==> src/sv/pbg_pkg.sv <==
package pbg_pkg;

  // Fixed-point format and accumulator
  localparam int FRAC_BITS = 12;
  localparam int ACC_W     = 48;
  localparam logic signed [ACC_W-1:0] ACC_MAX = {1'b0, {(ACC_W-1){1'b1}}};
  localparam logic signed [ACC_W-1:0] ACC_MIN = {1'b1, {(ACC_W-1){1'b0}}};

  // Field and counter widths
  localparam int TIDX_W   = 10;  // table_index field
  localparam int CH_W     = 11;  // channel_count register
  localparam int INNER_W  = 21;  // inner_size register
  localparam int KW       = INNER_W - 1;  // widest running index
  localparam int IDXCMP_W = INNER_W;      // room to compare any index against the depth

  localparam logic [CH_W-1:0]    MAX_CHANNELS = CH_W'(1024);
  localparam logic [INNER_W-1:0] MAX_INNER    = INNER_W'(1048576);

  // Configuration port
  localparam int CFG_IW = 2;
  localparam int CFG_DW = INNER_W;
  localparam logic [CFG_IW-1:0] REG_MODE     = 2'd0;
  localparam logic [CFG_IW-1:0] REG_CHANNELS = 2'd1;
  localparam logic [CFG_IW-1:0] REG_INNER    = 2'd2;

  // index_mode codes
  localparam logic [1:0] MODE_SHARED = 2'd0;
  localparam logic [1:0] MODE_NCHW   = 2'd1;
  localparam logic [1:0] MODE_NHWC   = 2'd2;
  localparam logic [1:0] MODE_ELEM   = 2'd3;

  // Accumulator epoch tags; tag zero never matches a live epoch
  localparam int EPOCH_W = 8;
  localparam logic [EPOCH_W-1:0] EPOCH_FIRST = EPOCH_W'(1);
  localparam logic [EPOCH_W-1:0] EPOCH_MAX   = {EPOCH_W{1'b1}};

  // Output queue
  localparam int OQ_DEPTH = 4;
  localparam int OQ_PW    = $clog2(OQ_DEPTH);
  localparam int OQ_CW    = OQ_PW + 1;

  typedef enum logic [1:0] {
    FN_LOAD  = 2'd0,
    FN_START = 2'd1,
    FN_DATA  = 2'd2,
    FN_READ  = 2'd3
  } func_e;

  typedef struct packed {
    logic [KW-1:0] k;
    logic          err;
  } idx_t;

  typedef struct packed {
    logic [EPOCH_W-1:0] tag;
    logic [ACC_W-1:0]   data;
  } acc_entry_t;

endpackage

==> src/sv/pbg_outq.sv <==
module pbg_outq import pbg_pkg::*; #(
  parameter int DATA_WIDTH = 16
) (
  input  logic                         clk_i,
  input  logic                         rst_ni,
  input  logic                         take_i,
  input  logic                         push_i,
  input  logic signed [DATA_WIDTH-1:0] dx_i,
  input  logic signed [ACC_W-1:0]      sum_i,
  input  logic                         err_i,
  input  logic                         out_stall_i,
  output logic                         out_valid_o,
  output logic signed [DATA_WIDTH-1:0] dx_o,
  output logic signed [ACC_W-1:0]      sum_o,
  output logic                         err_o,
  output logic                         full_o
);

  logic signed [DATA_WIDTH-1:0] dx_mem  [OQ_DEPTH];
  logic signed [ACC_W-1:0]      sum_mem [OQ_DEPTH];
  logic                         err_mem [OQ_DEPTH];

  logic [OQ_PW-1:0] wr_ptr_q, rd_ptr_q;
  logic [OQ_CW-1:0] fill_q, credit_q;
  logic             pop;

  assign out_valid_o = fill_q != '0;
  assign pop         = out_valid_o && !out_stall_i;
  // credits cover results still in the pipeline as well as queued ones
  assign full_o      = credit_q == OQ_CW'(OQ_DEPTH);

  always_ff @(posedge clk_i) begin
    if (push_i) begin
      dx_mem[wr_ptr_q]  <= dx_i;
      sum_mem[wr_ptr_q] <= sum_i;
      err_mem[wr_ptr_q] <= err_i;
    end
  end

  always_ff @(posedge clk_i or negedge rst_ni) begin
    if (!rst_ni) begin
      wr_ptr_q <= '0;
      rd_ptr_q <= '0;
      fill_q   <= '0;
      credit_q <= '0;
    end else begin
      if (push_i) begin
        wr_ptr_q <= wr_ptr_q + OQ_PW'(1);
      end
      if (pop) begin
        rd_ptr_q <= rd_ptr_q + OQ_PW'(1);
      end
      fill_q   <= fill_q + OQ_CW'(push_i) - OQ_CW'(pop);
      credit_q <= credit_q + OQ_CW'(take_i) - OQ_CW'(pop);
    end
  end

  assign dx_o  = dx_mem[rd_ptr_q];
  assign sum_o = sum_mem[rd_ptr_q];
  assign err_o = err_mem[rd_ptr_q];

endmodule

==> config.mk <==
export PLATFORM = sky130hd
export DESIGN_NAME = pbg_outq
export DESIGN_NICKNAME = d
export VERILOG_FILES = /design/src/sv/pbg_pkg.sv /design/src/sv/pbg_outq.sv
export SDC_FILE = /design/constraint.sdc
export NUM_CORES = 1
export LEC_CHECK = 0
export BUFFER_PORTS_ARGS = -buffer_cell sky130_fd_sc_hd__buf_2
export CORE_MARGIN = 2
export CORE_UTILIZATION = 30
export CTS_CLUSTER_DIAMETER = 200
export DETAILED_ROUTE_END_ITERATION = 12
export PLACE_DENSITY = 0.57
export SYNTH_ARGS = -nofsm -noshare
export SYNTH_HDL_FRONTEND = slang
export SYNTH_SLANG_ARGS = --single-unit
==> constraint.sdc <==
create_clock -name clk_i -period 6.4 [get_ports clk_i]
set_input_delay 0.96 -clock clk_i [delete_from_list [all_inputs] [get_ports clk_i]]
set_output_delay 0.96 -clock clk_i [all_outputs]
set_load 0.01 [all_outputs]
## Yosys cells after proc, flatten, opt, wreduce, memory -nomap -nowiden

Memory sizes are Yosys's and may differ from the RTL's.
Index checks and enable logic that the tools add are counted.

- Register bits after elaboration: 10
- Bits in writable memories: 260
- Input bits: 70
- Output and inout port bits: 67
- Logic and storage cells: 19
- Memories kept: 3

- Add/subtract/negate cells: 6
- Eq/ne operators: 1
- Mux-type cells: 2
- Reductions and logical operators: 3

Memories:

| memory | depth | width | read ports | clocked after memory_dff | wr ports | RTL line | RTL |
|---|---|---|---|---|---|---|---|
| sum_mem | 4 | 48 | 1 | 0 | 1 | pbg_outq.sv:20 | `logic signed [ACC_W-1:0] sum_mem [OQ_DEPTH];` |
| dx_mem | 4 | 16 | 1 | 0 | 1 | pbg_outq.sv:19 | `logic signed [DATA_WIDTH-1:0] dx_mem [OQ_DEPTH];` |
| err_mem | 4 | 1 | 1 | 0 | 1 | pbg_outq.sv:21 | `logic err_mem [OQ_DEPTH];` |

Operators with widths:

| operator | count |
|---|---|
| 3-bit by 1-bit adder with 3-bit output | 2 |
| 3-bit by 1-bit subtractor with 3-bit output | 2 |
| 2-bit by 1-bit adder with 2-bit output, second input constant | 2 |
| 3-bit equality test, second input constant | 1 |
| 3-bit nonzero test | 1 |
| 1-bit 2-to-1 mux | 2 |
| 1-bit logical AND | 1 |
| 1-bit logical NOT | 1 |

## Logic depth before layout (Yosys ltp)

- Word-level depth: 3
- Depth in mapped cells: 7
- Depth with buffers taken out: 7

## Least setup slack after synthesis

No wires, ideal clock.

- Path type: input port to flip-flop
- Start: input port push_i
- End: memory dx_mem[1][0] (enable)
- Library setup time: 0.430 ns
- Arrival: 2.489 ns
- Required time: 5.970 ns
- Setup slack: 3.481 ns
- Stages: 1
- Cells stage by stage: and2_1

- Word-level cells in the longest chain between the ends: 2

Ends and longest elaborated chain:

| element | RTL line | RTL |
|---|---|---|
| from (decl) | pbg_outq.sv:7 | `input logic push_i,` |
| 1-bit 2-to-1 mux | pbg_outq.sv:33 | `if (push_i) begin` |
| 1-bit 2-to-1 mux (implied by the code) | pbg_outq.sv:34 | `dx_mem[wr_ptr_q] <= dx_i;` |
| to (decl) | pbg_outq.sv:19 |  |

No other way between the ends.

## Worst setup path in the final report

- Start: register rd_ptr_q[0]
- End: output port sum_o[14]

- Word-level cells in the longest chain between the ends: 1

Ends and longest elaborated chain:

| element | RTL line | RTL |
|---|---|---|
| from (decl) | pbg_outq.sv:23 | `logic [OQ_PW-1:0] wr_ptr_q, rd_ptr_q;` |
| from (signal assigned) | pbg_outq.sv:51 | `rd_ptr_q <= rd_ptr_q + OQ_PW'(1);` |
| memory read 4 x 48 bit | - |  |
| to (decl) | pbg_outq.sv:14 | `output logic signed [ACC_W-1:0] sum_o,` |

No other way between the ends.

==> impl_metrics.toml <==
[hold_path]
holdCritPathClass = "in2async"

[drt]
drt_wl_total_microns = 18900
drc = 0
vias = 4421
initialDrtViolationCount = 249
via_per_inst = 4.40
ant_nets = 0
firstDrtPassIters = 6
wire_per_inst_microns = 18.8

[layout]
areaGrowthSynthToFinish_pct = 19.8
stdcell_count = 1004
fin_nets = 620
layout_common_cells = "edfxtp_1 (260), buf_2 (136), mux4_2 (65)"
final_layout_size_suffix_gt1_share_pct = 43.9
mostFrequentLayoutCell = "edfxtp_1"

[cts]
cts.clk_slew.worst_paths_ps = 60
cts_buffer_depth = 3
numCtsBuffers = 28
clock-root-buffer = "clkbuf_16"
cts_tree = "yes"
clock_latency_ps = 540
postCtsSetupBuffers = 0
cts_hold_buf = 0
numClockSinks = 270
cts_max_level = 1
ctsResizeCount = 0

[global_routing]
grt_use_total_pct = 11.2
grt_pass1_wl_microns = 29200
grt_max_degree = 67
grt_pass1_vias = 5034
antenna_found_initial = 3
overflow = 0

[setup_path]
crit_start = "rd_ptr_q[0]$_DFFE_PN0P_"
critPathKind = "reg2out"
cp.arrival_ps = 2890
crit_path_end_kind = "output port"
rr_worst_depth = 7
reg2reg_to = "fill_q[2]$_DFF_PN0_"
cp-start-kind = "flop"
worst-r2r-setup-slack_ps = 4270
crit_end = "sum_o[14]"
cp_max_fo = 37
required_ps = 5440
worstReg2RegStart = "fill_q[1]$_DFF_PN0_"

[pwr]
power.leakage_nw = 4.06
comb_power_share_pct = 25.3
cellInternalPower_mw = 3.88
power_density_mw_per_mm2 = 456
p_clk_share_pct = 27.7
seqPwrFrac_pct = 47.0
ir_worst_vdd_mv = 0.322
p_total_mw = 5.44
switching_share_pct = 28.7
p_sw_mw = 1.56

[timing]
finalSetupViolations = 0
holdWs_ps = 279
drv_slew = 0
skew_ps = 16.1
rsz0062_at_grt = "false"
fin_crit_sh_pct = 60.1
setup_tns_ps = 0
tightest_slew_ps = 1080
fin_crit_ps = 3850
slew_headroom_pct = 27.8
final-hold-violation-count = 0
fmaxAchievable_ghz = 0.260
setup_ws_ps = 2550

[synthesis]
synth.net_count = 468
yosysSeqAreaShare_pct = 80.8
syn_area_sq_mm = 0.00997
syn_inst = 388
synth_area_per_cell_sq_um = 25.7
synth_seq_cells = 270
synth_cell_types = 20
ys_warn_count = 0

[place]
hpwl_microns = 10900
place_ws_ps = 2950
place_inst = 952
gp_congestion = 0.659
port_buffers = 136

[die]
io_pins = 137
start_util_pct = 30.6
die_y_microns = 186
die_x_microns = 186
core_sq_mm = 0.0326
num_rows = 66
die-area_sq_mm = 0.0347

[job]
cap_violations = 0

[outcome]
status = "finished clean"
-- cell usage after synthesis, drive strengths merged --
master / instances / area share [%]
nor3b: 1 / 0.075
fa: 2 / 0.40
mux4: 65 / 15
edfxtp: 260 / 78
buf: 13 / 1.4
and2: 4 / 0.25
nand2: 1 / 0.038
o21ai: 1 / 0.050
xor2: 5 / 0.44
inv: 11 / 0.41
nor3: 1 / 0.050
dfrtp: 10 / 2.5
nor2: 1 / 0.038
ha: 8 / 1.0
and3: 1 / 0.063
clkbuf: 2 / 0.075
xnor2: 2 / 0.18
-- stage by stage --
step / utilization [%] / area [sq um]
2_1_floorplan: - / 9970
3_3_place_gp: 34.0 / 11100
3_5_place_dp: 34.0 / 11100
4_1_cts: 36.6 / 11900
5_1_grt: 36.6 / 11900
6_report: 36.6 / 11900
-- how the worst min path moves through the flow --
stage	slack (ps)	to
global placement	510	wr_ptr_q[0]$_DFFE_PN0P_
finish	280	wr_ptr_q[0]$_DFFE_PN0P_
detailed placement	520	wr_ptr_q[0]$_DFFE_PN0P_
CTS	240	fill_q[1]$_DFF_PN0_
floorplan	490	wr_ptr_q[0]$_DFFE_PN0P_
global route	250	credit_q[2]$_DFF_PN0_
-- layout make-up --
cell class                 count  area, sq um
fill                        3010        20700
sequential                   270         8070
multi-input combinational     92         1730
clock buffer                  37          756
timing repair buffer         137          688
tap                          442          553
clock inverter                14         98.8
inverter                      11         41.3
antenna                        1         2.50
-- layer usage --
layer	vias to the layer above	part of all wire (%)	global-route usage [%]	wire, microns
met5	-	0.14	0	27
met4	4	1.8	3.06	341
met3	33	6.9	3.12	1310
met2	131	50	18.9	9480
met1	2311	41	14.1	7720
li1	1942	-	-	-
-- worst max-delay path, cell delays in order (launching register included) --
cell and delay (ps):
dfrtp_4 840, buf_4 720, mux4_2 620, buf_2 160
-- registers in the layout, indices dropped and copies added (netlist names) --
name	count
credit_q	3
dx_mem	64
err_mem	4
fill_q	3
rd_ptr_q	2
sum_mem	192
wr_ptr_q	2
-- cells by family after synthesis --
family,share of synthesized area [%]
xor gates and xnor gates,0.615
buffers and inverters,1.88
and+or+nand+nor,0.515
AOI/OAI and AO/OA,0.0502
DFF,80.8
muxes,14.7
adders and majority gates,1.41
-- power groups by stage --
| stage | Clock [mW] | Sequential [mW] | Combinational [mW] |
|---|---|---|---|
| 6_report | 1.51 | 2.56 | 1.38 |
| 5_1_grt | 1.63 | 2.61 | 1.52 |
| 4_1_cts | 1.56 | 2.58 | 1.43 |
| 3_5_place_dp | 0 | 2.62 | 1.43 |
| 3_3_place_gp | 0 | 2.59 | 1.41 |
| 2_1_floorplan | 0 | 2.43 | 1.10 |
(Power assumes the default switching activity.)
