`src/sv/pbg_pkg.sv`:
```
package pbg_pkg;

  // Fixed-point format and accumulator
  localparam int FRAC_BITS = 12;
  localparam int ACC_W     = 48;
  localparam logic signed [ACC_W-1:0] ACC_MAX = {1'b0, {(ACC_W-1){1'b1}}};
  localparam logic signed [ACC_W-1:0] ACC_MIN = {1'b1, {(ACC_W-1){1'b0}}};

  // Field and counter widths
  localparam int TIDX_W   = 10;  // table_index field
  localparam int CH_W     = 11;  // channel_count register
  localparam int INNER_W  = 21;  // inner_size register
  localparam int KW       = INNER_W - 1;  // widest running index
  localparam int IDXCMP_W = INNER_W;      // room to compare any index against the depth

  localparam logic [CH_W-1:0]    MAX_CHANNELS = CH_W'(1024);
  localparam logic [INNER_W-1:0] MAX_INNER    = INNER_W'(1048576);

  // Configuration port
  localparam int CFG_IW = 2;
  localparam int CFG_DW = INNER_W;
  localparam logic [CFG_IW-1:0] REG_MODE     = 2'd0;
  localparam logic [CFG_IW-1:0] REG_CHANNELS = 2'd1;
  localparam logic [CFG_IW-1:0] REG_INNER    = 2'd2;

  // index_mode codes
  localparam logic [1:0] MODE_SHARED = 2'd0;
  localparam logic [1:0] MODE_NCHW   = 2'd1;
  localparam logic [1:0] MODE_NHWC   = 2'd2;
  localparam logic [1:0] MODE_ELEM   = 2'd3;

  // Accumulator epoch tags; tag zero never matches a live epoch
  localparam int EPOCH_W = 8;
  localparam logic [EPOCH_W-1:0] EPOCH_FIRST = EPOCH_W'(1);
  localparam logic [EPOCH_W-1:0] EPOCH_MAX   = {EPOCH_W{1'b1}};

  // Output queue
  localparam int OQ_DEPTH = 4;
  localparam int OQ_PW    = $clog2(OQ_DEPTH);
  localparam int OQ_CW    = OQ_PW + 1;

  typedef enum logic [1:0] {
    FN_LOAD  = 2'd0,
    FN_START = 2'd1,
    FN_DATA  = 2'd2,
    FN_READ  = 2'd3
  } func_e;

  typedef struct packed {
    logic [KW-1:0] k;
    logic          err;
  } idx_t;

  typedef struct packed {
    logic [EPOCH_W-1:0] tag;
    logic [ACC_W-1:0]   data;
  } acc_entry_t;

endpackage

```
`src/sv/pbg_index.sv`:
```
module pbg_index import pbg_pkg::*; #(
  parameter int TABLE_DEPTH = 1024
) (
  input  logic              clk_i,
  input  logic              rst_ni,
  input  logic              cfg_valid_i,
  input  logic [CFG_IW-1:0] cfg_index_i,
  input  logic [CFG_DW-1:0] cfg_data_i,
  input  logic              step_i,
  input  func_e             func_i,
  output idx_t              idx_o
);

  logic [1:0]          mode_q;
  logic [CH_W-1:0]     chan_cnt_q;
  logic [INNER_W-1:0]  inner_size_q;
  logic [KW-1:0]       inner_q, inner_d;
  logic [CH_W-2:0]     chan_q, chan_d;

  logic [CH_W-1:0]     ch_lim;
  logic [INNER_W-1:0]  in_lim;
  logic [INNER_W-1:0]  inner_inc;
  logic [CH_W-1:0]     chan_inc;
  logic                inner_wrap, chan_wrap;
  logic [KW-1:0]       k;

  // register writes
  always_ff @(posedge clk_i or negedge rst_ni) begin
    if (!rst_ni) begin
      mode_q       <= MODE_SHARED;
      chan_cnt_q   <= CH_W'(1);
      inner_size_q <= INNER_W'(1);
    end else if (cfg_valid_i) begin
      unique case (cfg_index_i)
        REG_MODE:     mode_q       <= cfg_data_i[1:0];
        REG_CHANNELS: chan_cnt_q   <= cfg_data_i[CH_W-1:0];
        REG_INNER:    inner_size_q <= cfg_data_i[INNER_W-1:0];
        default:      ;
      endcase
    end
  end

  // limits clamped to their legal ranges
  always_comb begin
    if (chan_cnt_q == '0) begin
      ch_lim = CH_W'(1);
    end else if (chan_cnt_q > MAX_CHANNELS) begin
      ch_lim = MAX_CHANNELS;
    end else begin
      ch_lim = chan_cnt_q;
    end
    if (inner_size_q == '0) begin
      in_lim = INNER_W'(1);
    end else if (inner_size_q > MAX_INNER) begin
      in_lim = MAX_INNER;
    end else begin
      in_lim = inner_size_q;
    end
  end

  assign inner_inc  = {1'b0, inner_q} + INNER_W'(1);
  assign chan_inc   = {1'b0, chan_q} + CH_W'(1);
  assign inner_wrap = inner_inc >= in_lim;
  assign chan_wrap  = chan_inc >= ch_lim;

  always_comb begin
    inner_d = inner_q;
    chan_d  = chan_q;
    if (step_i && (func_i == FN_START)) begin
      inner_d = '0;
      chan_d  = '0;
    end else if (step_i && (func_i == FN_DATA)) begin
      unique case (mode_q)
        MODE_NCHW: begin
          if (inner_wrap) begin
            inner_d = '0;
            chan_d  = chan_wrap ? '0 : chan_inc[CH_W-2:0];
          end else begin
            inner_d = inner_inc[KW-1:0];
          end
        end
        MODE_NHWC: chan_d  = chan_wrap ? '0 : chan_inc[CH_W-2:0];
        MODE_ELEM: inner_d = inner_wrap ? '0 : inner_inc[KW-1:0];
        default:   ;
      endcase
    end
  end

  always_ff @(posedge clk_i or negedge rst_ni) begin
    if (!rst_ni) begin
      inner_q <= '0;
      chan_q  <= '0;
    end else begin
      inner_q <= inner_d;
      chan_q  <= chan_d;
    end
  end

  always_comb begin
    unique case (mode_q)
      MODE_SHARED: k = '0;
      MODE_ELEM:   k = inner_q;
      default:     k = KW'(chan_q);
    endcase
  end

  assign idx_o.k   = k;
  assign idx_o.err = IDXCMP_W'(k) >= IDXCMP_W'(TABLE_DEPTH);

endmodule

```
`config.mk`:
```
export PLATFORM = sky130hd
export DESIGN_NAME = pbg_index
export DESIGN_NICKNAME = d
export VERILOG_FILES = /design/src/sv/pbg_pkg.sv /design/src/sv/pbg_index.sv
export SDC_FILE = /design/constraint.sdc
export NUM_CORES = 1
export LEC_CHECK = 0
export BUFFER_PORTS_ARGS = -buffer_cell sky130_fd_sc_hd__buf_2
export CORE_MARGIN = 4
export CORE_UTILIZATION = 36
export CTS_CLUSTER_DIAMETER = 80
export CTS_CLUSTER_SIZE = 10
export DETAILED_ROUTE_END_ITERATION = 10
export PLACE_DENSITY = 0.52
export SETUP_SLACK_MARGIN = 0.4
export SLEW_MARGIN = 20
export SYNTH_ARGS = -nofsm -noshare
export SYNTH_HDL_FRONTEND = slang
export SYNTH_SLANG_ARGS = --single-unit
```
`constraint.sdc`:
```
create_clock -name clk_i -period 7.26 [get_ports clk_i]
set_input_delay 0 -clock clk_i [delete_from_list [all_inputs] [get_ports clk_i]]
set_output_delay 0 -clock clk_i [all_outputs]
set_load 0.005 [all_outputs]
```
Yosys cells after proc, flatten, opt, wreduce, memory -nomap -nowiden
Cells that the tools add are included.
Widths: inputs -> output; s select.
- register bits: 64
- input bits: 29
- output and inout bits: 21
- logic and storage cells: 49
- add/sub/neg operators: 2
- magnitude comparators: 5
- equality and inequality tests: 8
- mux-type cells: 14
- reduce and logical (&&, ||, !) cells: 15
- operators by type and width (operator ; count):
    $mux 20 ; 4
    $mux 21 ; 2
    $mux 10 ; 4
    $pmux 20 s2 ; 1
    $mux 11 ; 2
    $add 20x1->21 const B ; 1
    $ge 21x21->1 ; 1
    $gt 21x21->1 const B ; 1
    $logic_not 21->1 ; 1
    $ge 20x11->1 const B ; 1
    $pmux 10 s2 ; 1
    $add 10x1->11 const B ; 1
    $ge 11x11->1 ; 1
    $gt 11x11->1 const B ; 1
    $logic_not 11->1 ; 1
    $eq 2x2->1 const B ; 4
    $reduce_and 2->1 ; 4
    $eq 2x1->1 const B ; 3
    $logic_not 2->1 ; 2
    $reduce_bool 2->1 ; 2
    $ne 3x3->1 const B ; 1
    $reduce_and 3->1 ; 1
    $reduce_bool 3->1 ; 1
    $logic_and 1x1->1 ; 2
    $reduce_or 2->1 ; 1

Logic depth before layout (Yosys ltp)
- depth in word-level cells: 9
- mapped depth: 14
- mapped depth without buffers: 12

Worst setup path before layout
OpenSTA, ideal clock, no wires.
- kind: register to register
- from: register inner_q[0]
- to: register chan_q[2]
- setup time: 130 ps
- arrival: 3026 ps
- data required time: 7130 ps
- setup slack: 4104 ps
- stages on the path, launching flop included: 14
- buffers on the path: 1
- cell sequence: dfrtp_1 -> ha_1 -> and3_1 -> nand2_1 -> nor2_1 -> xor2_1 -> ha_1 -> a211o_1 -> a211oi_2 -> nor3b_2 -> a22oi_1 -> buf_6 -> o21ai_2 -> o22ai_1
- longest elaborated chain between the ends: 4
- RTL lines (what ; line ; source):
    start: declaration ; pbg_index.sv:17 ; logic [KW-1:0] inner_q, inner_d;
    start signal: assignment ; pbg_index.sv:94 ; inner_q <= inner_d;
    $add 20x1->21 ; pbg_index.sv:61 ; assign inner_inc = {1'b0, inner_q} + INNER_W'(1);
    $ge 21x21->1 ; pbg_index.sv:63 ; assign inner_wrap = inner_inc >= in_lim;
    $ne 3x3->1 (no source line) ; n/a ;
    $reduce_and 3->1 (no source line) ; n/a ;
    end signal: assignment ; pbg_index.sv:95 ; chan_q <= chan_d;
    end: declaration ; pbg_index.sv:18 ; logic [CH_W-2:0] chan_q, chan_d;
No other way between the ends.
A chain may end at the register's enable or synchronous reset.

Worst setup path in the final report
- from: register inner_q[0]
- to: register inner_q[12]
- longest elaborated chain between the ends: 6
- RTL lines (what ; line ; source):
    $add 20x1->21 (*) ; pbg_index.sv:61 ;
    $ge 21x21->1 ; pbg_index.sv:63 ;
    $mux 20 (*) ; pbg_index.sv:75, pbg_index.sv:83 ;
    $mux 20 (*) ; n/a ;
    $mux 20 (*) ; pbg_index.sv:72 ; end else if (step_i && (func_i == FN_DATA)) begin
    $mux 20 (*) ; pbg_index.sv:69 ; if (step_i && (func_i == FN_START)) begin
Every way passes the cells marked *; elsewhere a longest branch is shown, timed or not. The select of a mux whose other input is x is not followed.

==> results.sh <==
export IMPL_status="finished, final reports clean"
export IMPL_combPwrFrac=0.346
export IMPL_netlist_instances=464
export IMPL_fill_cells=1170
export IMPL_setup_viol=0
export IMPL_htreeDepth=3
export IMPL_final_cell_mix="67 x nand2_1, 62 x dfrtp_1, 49 x buf_2"
export IMPL_crit_path_start_kind="flop"
export IMPL_mappedNetlistArea_mm2=0.004427
export IMPL_r2r_end="inner_q[12]"
export IMPL_io_buffers=49
export IMPL_rsz0062_at_grt="false"
export IMPL_num_vias=3707
export IMPL_synth_cell_types=55
export IMPL_synth_edff_count=0
export IMPL_worst_pin_slew_ns=1.022
export IMPL_synth_area_leaders="dfrtp_1 35%, ha_1 11%, mux2_2 8.4%, nand2_1 5.7%, a22o_1 3.4%"
export IMPL_seqPwrFrac=0.344
export IMPL_maxCapViolCount=0
export IMPL_synth_top_cell_by_area="dfrtp_1"
export IMPL_cp_arrival_ns=3.99
export IMPL_ys_ff_latch=64
export IMPL_synth_flop_cell="dfrtp_1"
export IMPL_wl_per_cell_um=16.62
export IMPL_cts_tree="built"
export IMPL_total_power_mw=1.503
export IMPL_post_route_period_util=0.5180
export IMPL_synth_nets=531
export IMPL_end_kind="flop"
export IMPL_path_cells="ha_1, and3_1, nand2_1, nor2_1, xor2_1, ha_1, a211o_1, a211oi_2, nor3b_2, a22o_1, nand2_2, o32ai_2"
export IMPL_clockBufferDepth=2
export IMPL_layout_commonest_cell="nand2_1"
export IMPL_finalHoldViolCount=0
export IMPL_firstDrtPassIters=4
export IMPL_wl_mm=11.34
export IMPL_p_clk_frac=0.310
export IMPL_holdWs_ns=0.01012
export IMPL_cp_data_required_time_ns=7.49
export IMPL_p_int_uw=972.3
export IMPL_vias_per_cell=5.435
export IMPL_p_sw_frac=0.3531
export IMPL_min_path_cells=3
export IMPL_fin_setup_tns_ns=0
export IMPL_gp_congestion=0.8953
export IMPL_cp_max_fo=8
export IMPL_antenna_found_initial=0
export IMPL_drc_errors=0
export IMPL_die_height_um=118.9
export IMPL_nets=597
export IMPL_startpoint="inner_q[0]"
export IMPL_syn_area_per_cell_um2=9.540
export IMPL_initial_core_util=0.3685
export IMPL_grt_pass1_vias=3609
export IMPL_drtIter0Drc=168
export IMPL_min_period_ns=3.760
export IMPL_numCtsBuffers=9
export IMPL_cts_root_buf="clkbuf_16"
export IMPL_grtUsageTotal=0.1680
export IMPL_reg2reg_depth=12
export IMPL_setup_ws_ns=3.500
export IMPL_pin_count=50
export IMPL_final_area_mm2=0.005330
export IMPL_design_core_area_mm2=0.01201
export IMPL_post_cts_buffers=0
export IMPL_ant_nets=0
export IMPL_overflow=0
export IMPL_num_antenna_cells=0
export IMPL_placed_area_mm2=0.004788
export IMPL_cpPeakStageDelay_ns=0.48
export IMPL_p_per_area_mw_per_mm2=282.0
export IMPL_r2r_start="inner_q[0]"
export IMPL_preCtsSetupSlack_ns=3.542
export IMPL_clk_pin_slew_worst_paths_ns=0.05
export IMPL_row_count=40
export IMPL_crit_slowest_cell="dfrtp_1"
export IMPL_area_delta_synth_final_pct=20.41
export IMPL_die_area_mm2=0.01413
export IMPL_reg2reg_slack_ns=3.50
export IMPL_ys_seq_area_frac=0.3624
export IMPL_worstSetupPathType="flop to flop"
export IMPL_clock_fmax_mhz=265.9
export IMPL_hp_class="input pin to flop"
export IMPL_final_max_slew_viol_count=0
export IMPL_cts_sinks=64
export IMPL_crit_top_cell="ha_1"
export IMPL_async_flop_share=1.000
export IMPL_fin_worst_skew_ns=0.003430
export IMPL_endpoint="inner_q[12]"
export IMPL_ys_warnings_count=0
export IMPL_slew_headroom=0.3169
export IMPL_p_leak_nw=2.409
export IMPL_drive_above_1_share=0.2187
export IMPL_grt_max_degree=65
export IMPL_die_x_um=118.9
export IMPL_clk_latency_ns=0.33
export IMPL_grt_pass1_wl_mm=19.10
export IMPL_max_vdd_ir_drop_v=0.0001272
export IMPL_dp_hpwl_mm=8.788
export IMPL_synth_top_area_share=0.3505
export IMPL_power_switching_uw=530.7
## state kept, by name, indices dropped and copies added (netlist names)
name,flops
mode_q,2
chan_q,10
chan_cnt_q,11
inner_size_q,21
inner_q,20
## power groups by stage
stage               sequential, mW  combinational (mW)  clock (mW)
floorplan                    0.489               0.390           0
global placement             0.521               0.499           0
detailed placement           0.522               0.511           0
CTS                          0.517               0.523       0.474
global route                 0.531               0.595       0.489
finish                       0.518               0.520       0.465
## routing by layer
layer | vias up | share of wire | track usage
met1 | 1774 | 0.48 | 0.2445
li1 | 1821 | - | -
met5 | - | 0 | 0
met2 | 94 | 0.45 | 0.2487
met3 | 18 | 0.047 | 0.03324
met4 | 0 | 0.023 | 0.05720
## kinds of logic after synthesis
| family | Yosys count | share of synthesized area |
|---|---|---|
| AO/OA/AOI/OAI | 92 | 0.1600 |
| XOR/XNOR | 25 | 0.04946 |
| adder cells (fa/ha/maj) | 38 | 0.1074 |
| buffers and inverters | 36 | 0.03392 |
| flip-flops | 64 | 0.3624 |
| multiplexers | 37 | 0.09299 |
| AND/OR/NAND/NOR | 172 | 0.1939 |
## through the flow
| step | utilization | instances |
|---|---|---|
| 2_1_floorplan | - | 464 |
| 3_3_place_gp | 0.3986 | 644 |
| 3_5_place_dp | 0.3986 | 644 |
| 4_1_cts | 0.4438 | 682 |
| 5_1_grt | 0.4438 | 682 |
| 6_report | 0.4438 | 682 |
## repair_timing
action / 4_1_cts / 5_1_grt
hold endpoints to repair: 96 / 0
hold buffers: 22 / 0
resized for setup: 0 / 0
## layout make-up
type	count	area, µm²	area share
tap	147	183.9	0.03451
timing repair buffer	73	480.5	0.09014
inverter	18	67.56	0.01268
clock buffer	10	239.0	0.04484
clock inverter	6	82.58	0.01549
sequential	64	1604	0.3009
multi-input combinational	364	2673	0.5014
## worst min path at each step
| stage | startpoint | end |
|---|---|---|
| 2_1_floorplan | rst_ni | chan_cnt_q[10] |
| 3_3_place_gp | cfg_data_i[19] | inner_size_q[19] |
| 3_5_place_dp | cfg_data_i[14] | inner_size_q[14] |
| 4_1_cts | cfg_index_i[1] | mode_q[1] |
| 5_1_grt | cfg_index_i[0] | mode_q[0] |
| 6_report | cfg_index_i[1] | mode_q[1] |
## cells in the mapped netlist (9+ instances only)
| library cell | number |
|---|---|
| and2_1 | 16 |
| inv_1 | 16 |
| nand2_1 | 67 |
| dfrtp_1 | 62 |
| nor3_1 | 9 |
| xnor2_1 | 16 |
| ha_1 | 38 |
| mux2_2 | 33 |
| and3_1 | 9 |
| a22o_1 | 17 |
| xor2_1 | 9 |
| nor4_1 | 9 |
| nand3_1 | 18 |
| o21ai_0 | 9 |
| o21ai_1 | 11 |
| a211oi_1 | 14 |
| nor2_1 | 21 |
| clkbuf_1 | 12 |
## worst max-delay path: cells and delay by family (launching register included)
family          cells  cell delay [ns]
simple gates        5             1.19
fa+ha+maj           2             0.58
flops               1             0.48
xor+xnor            1             0.19
compound gates      4             1.21
No activity file was read; power rests on OpenSTA's default activity.
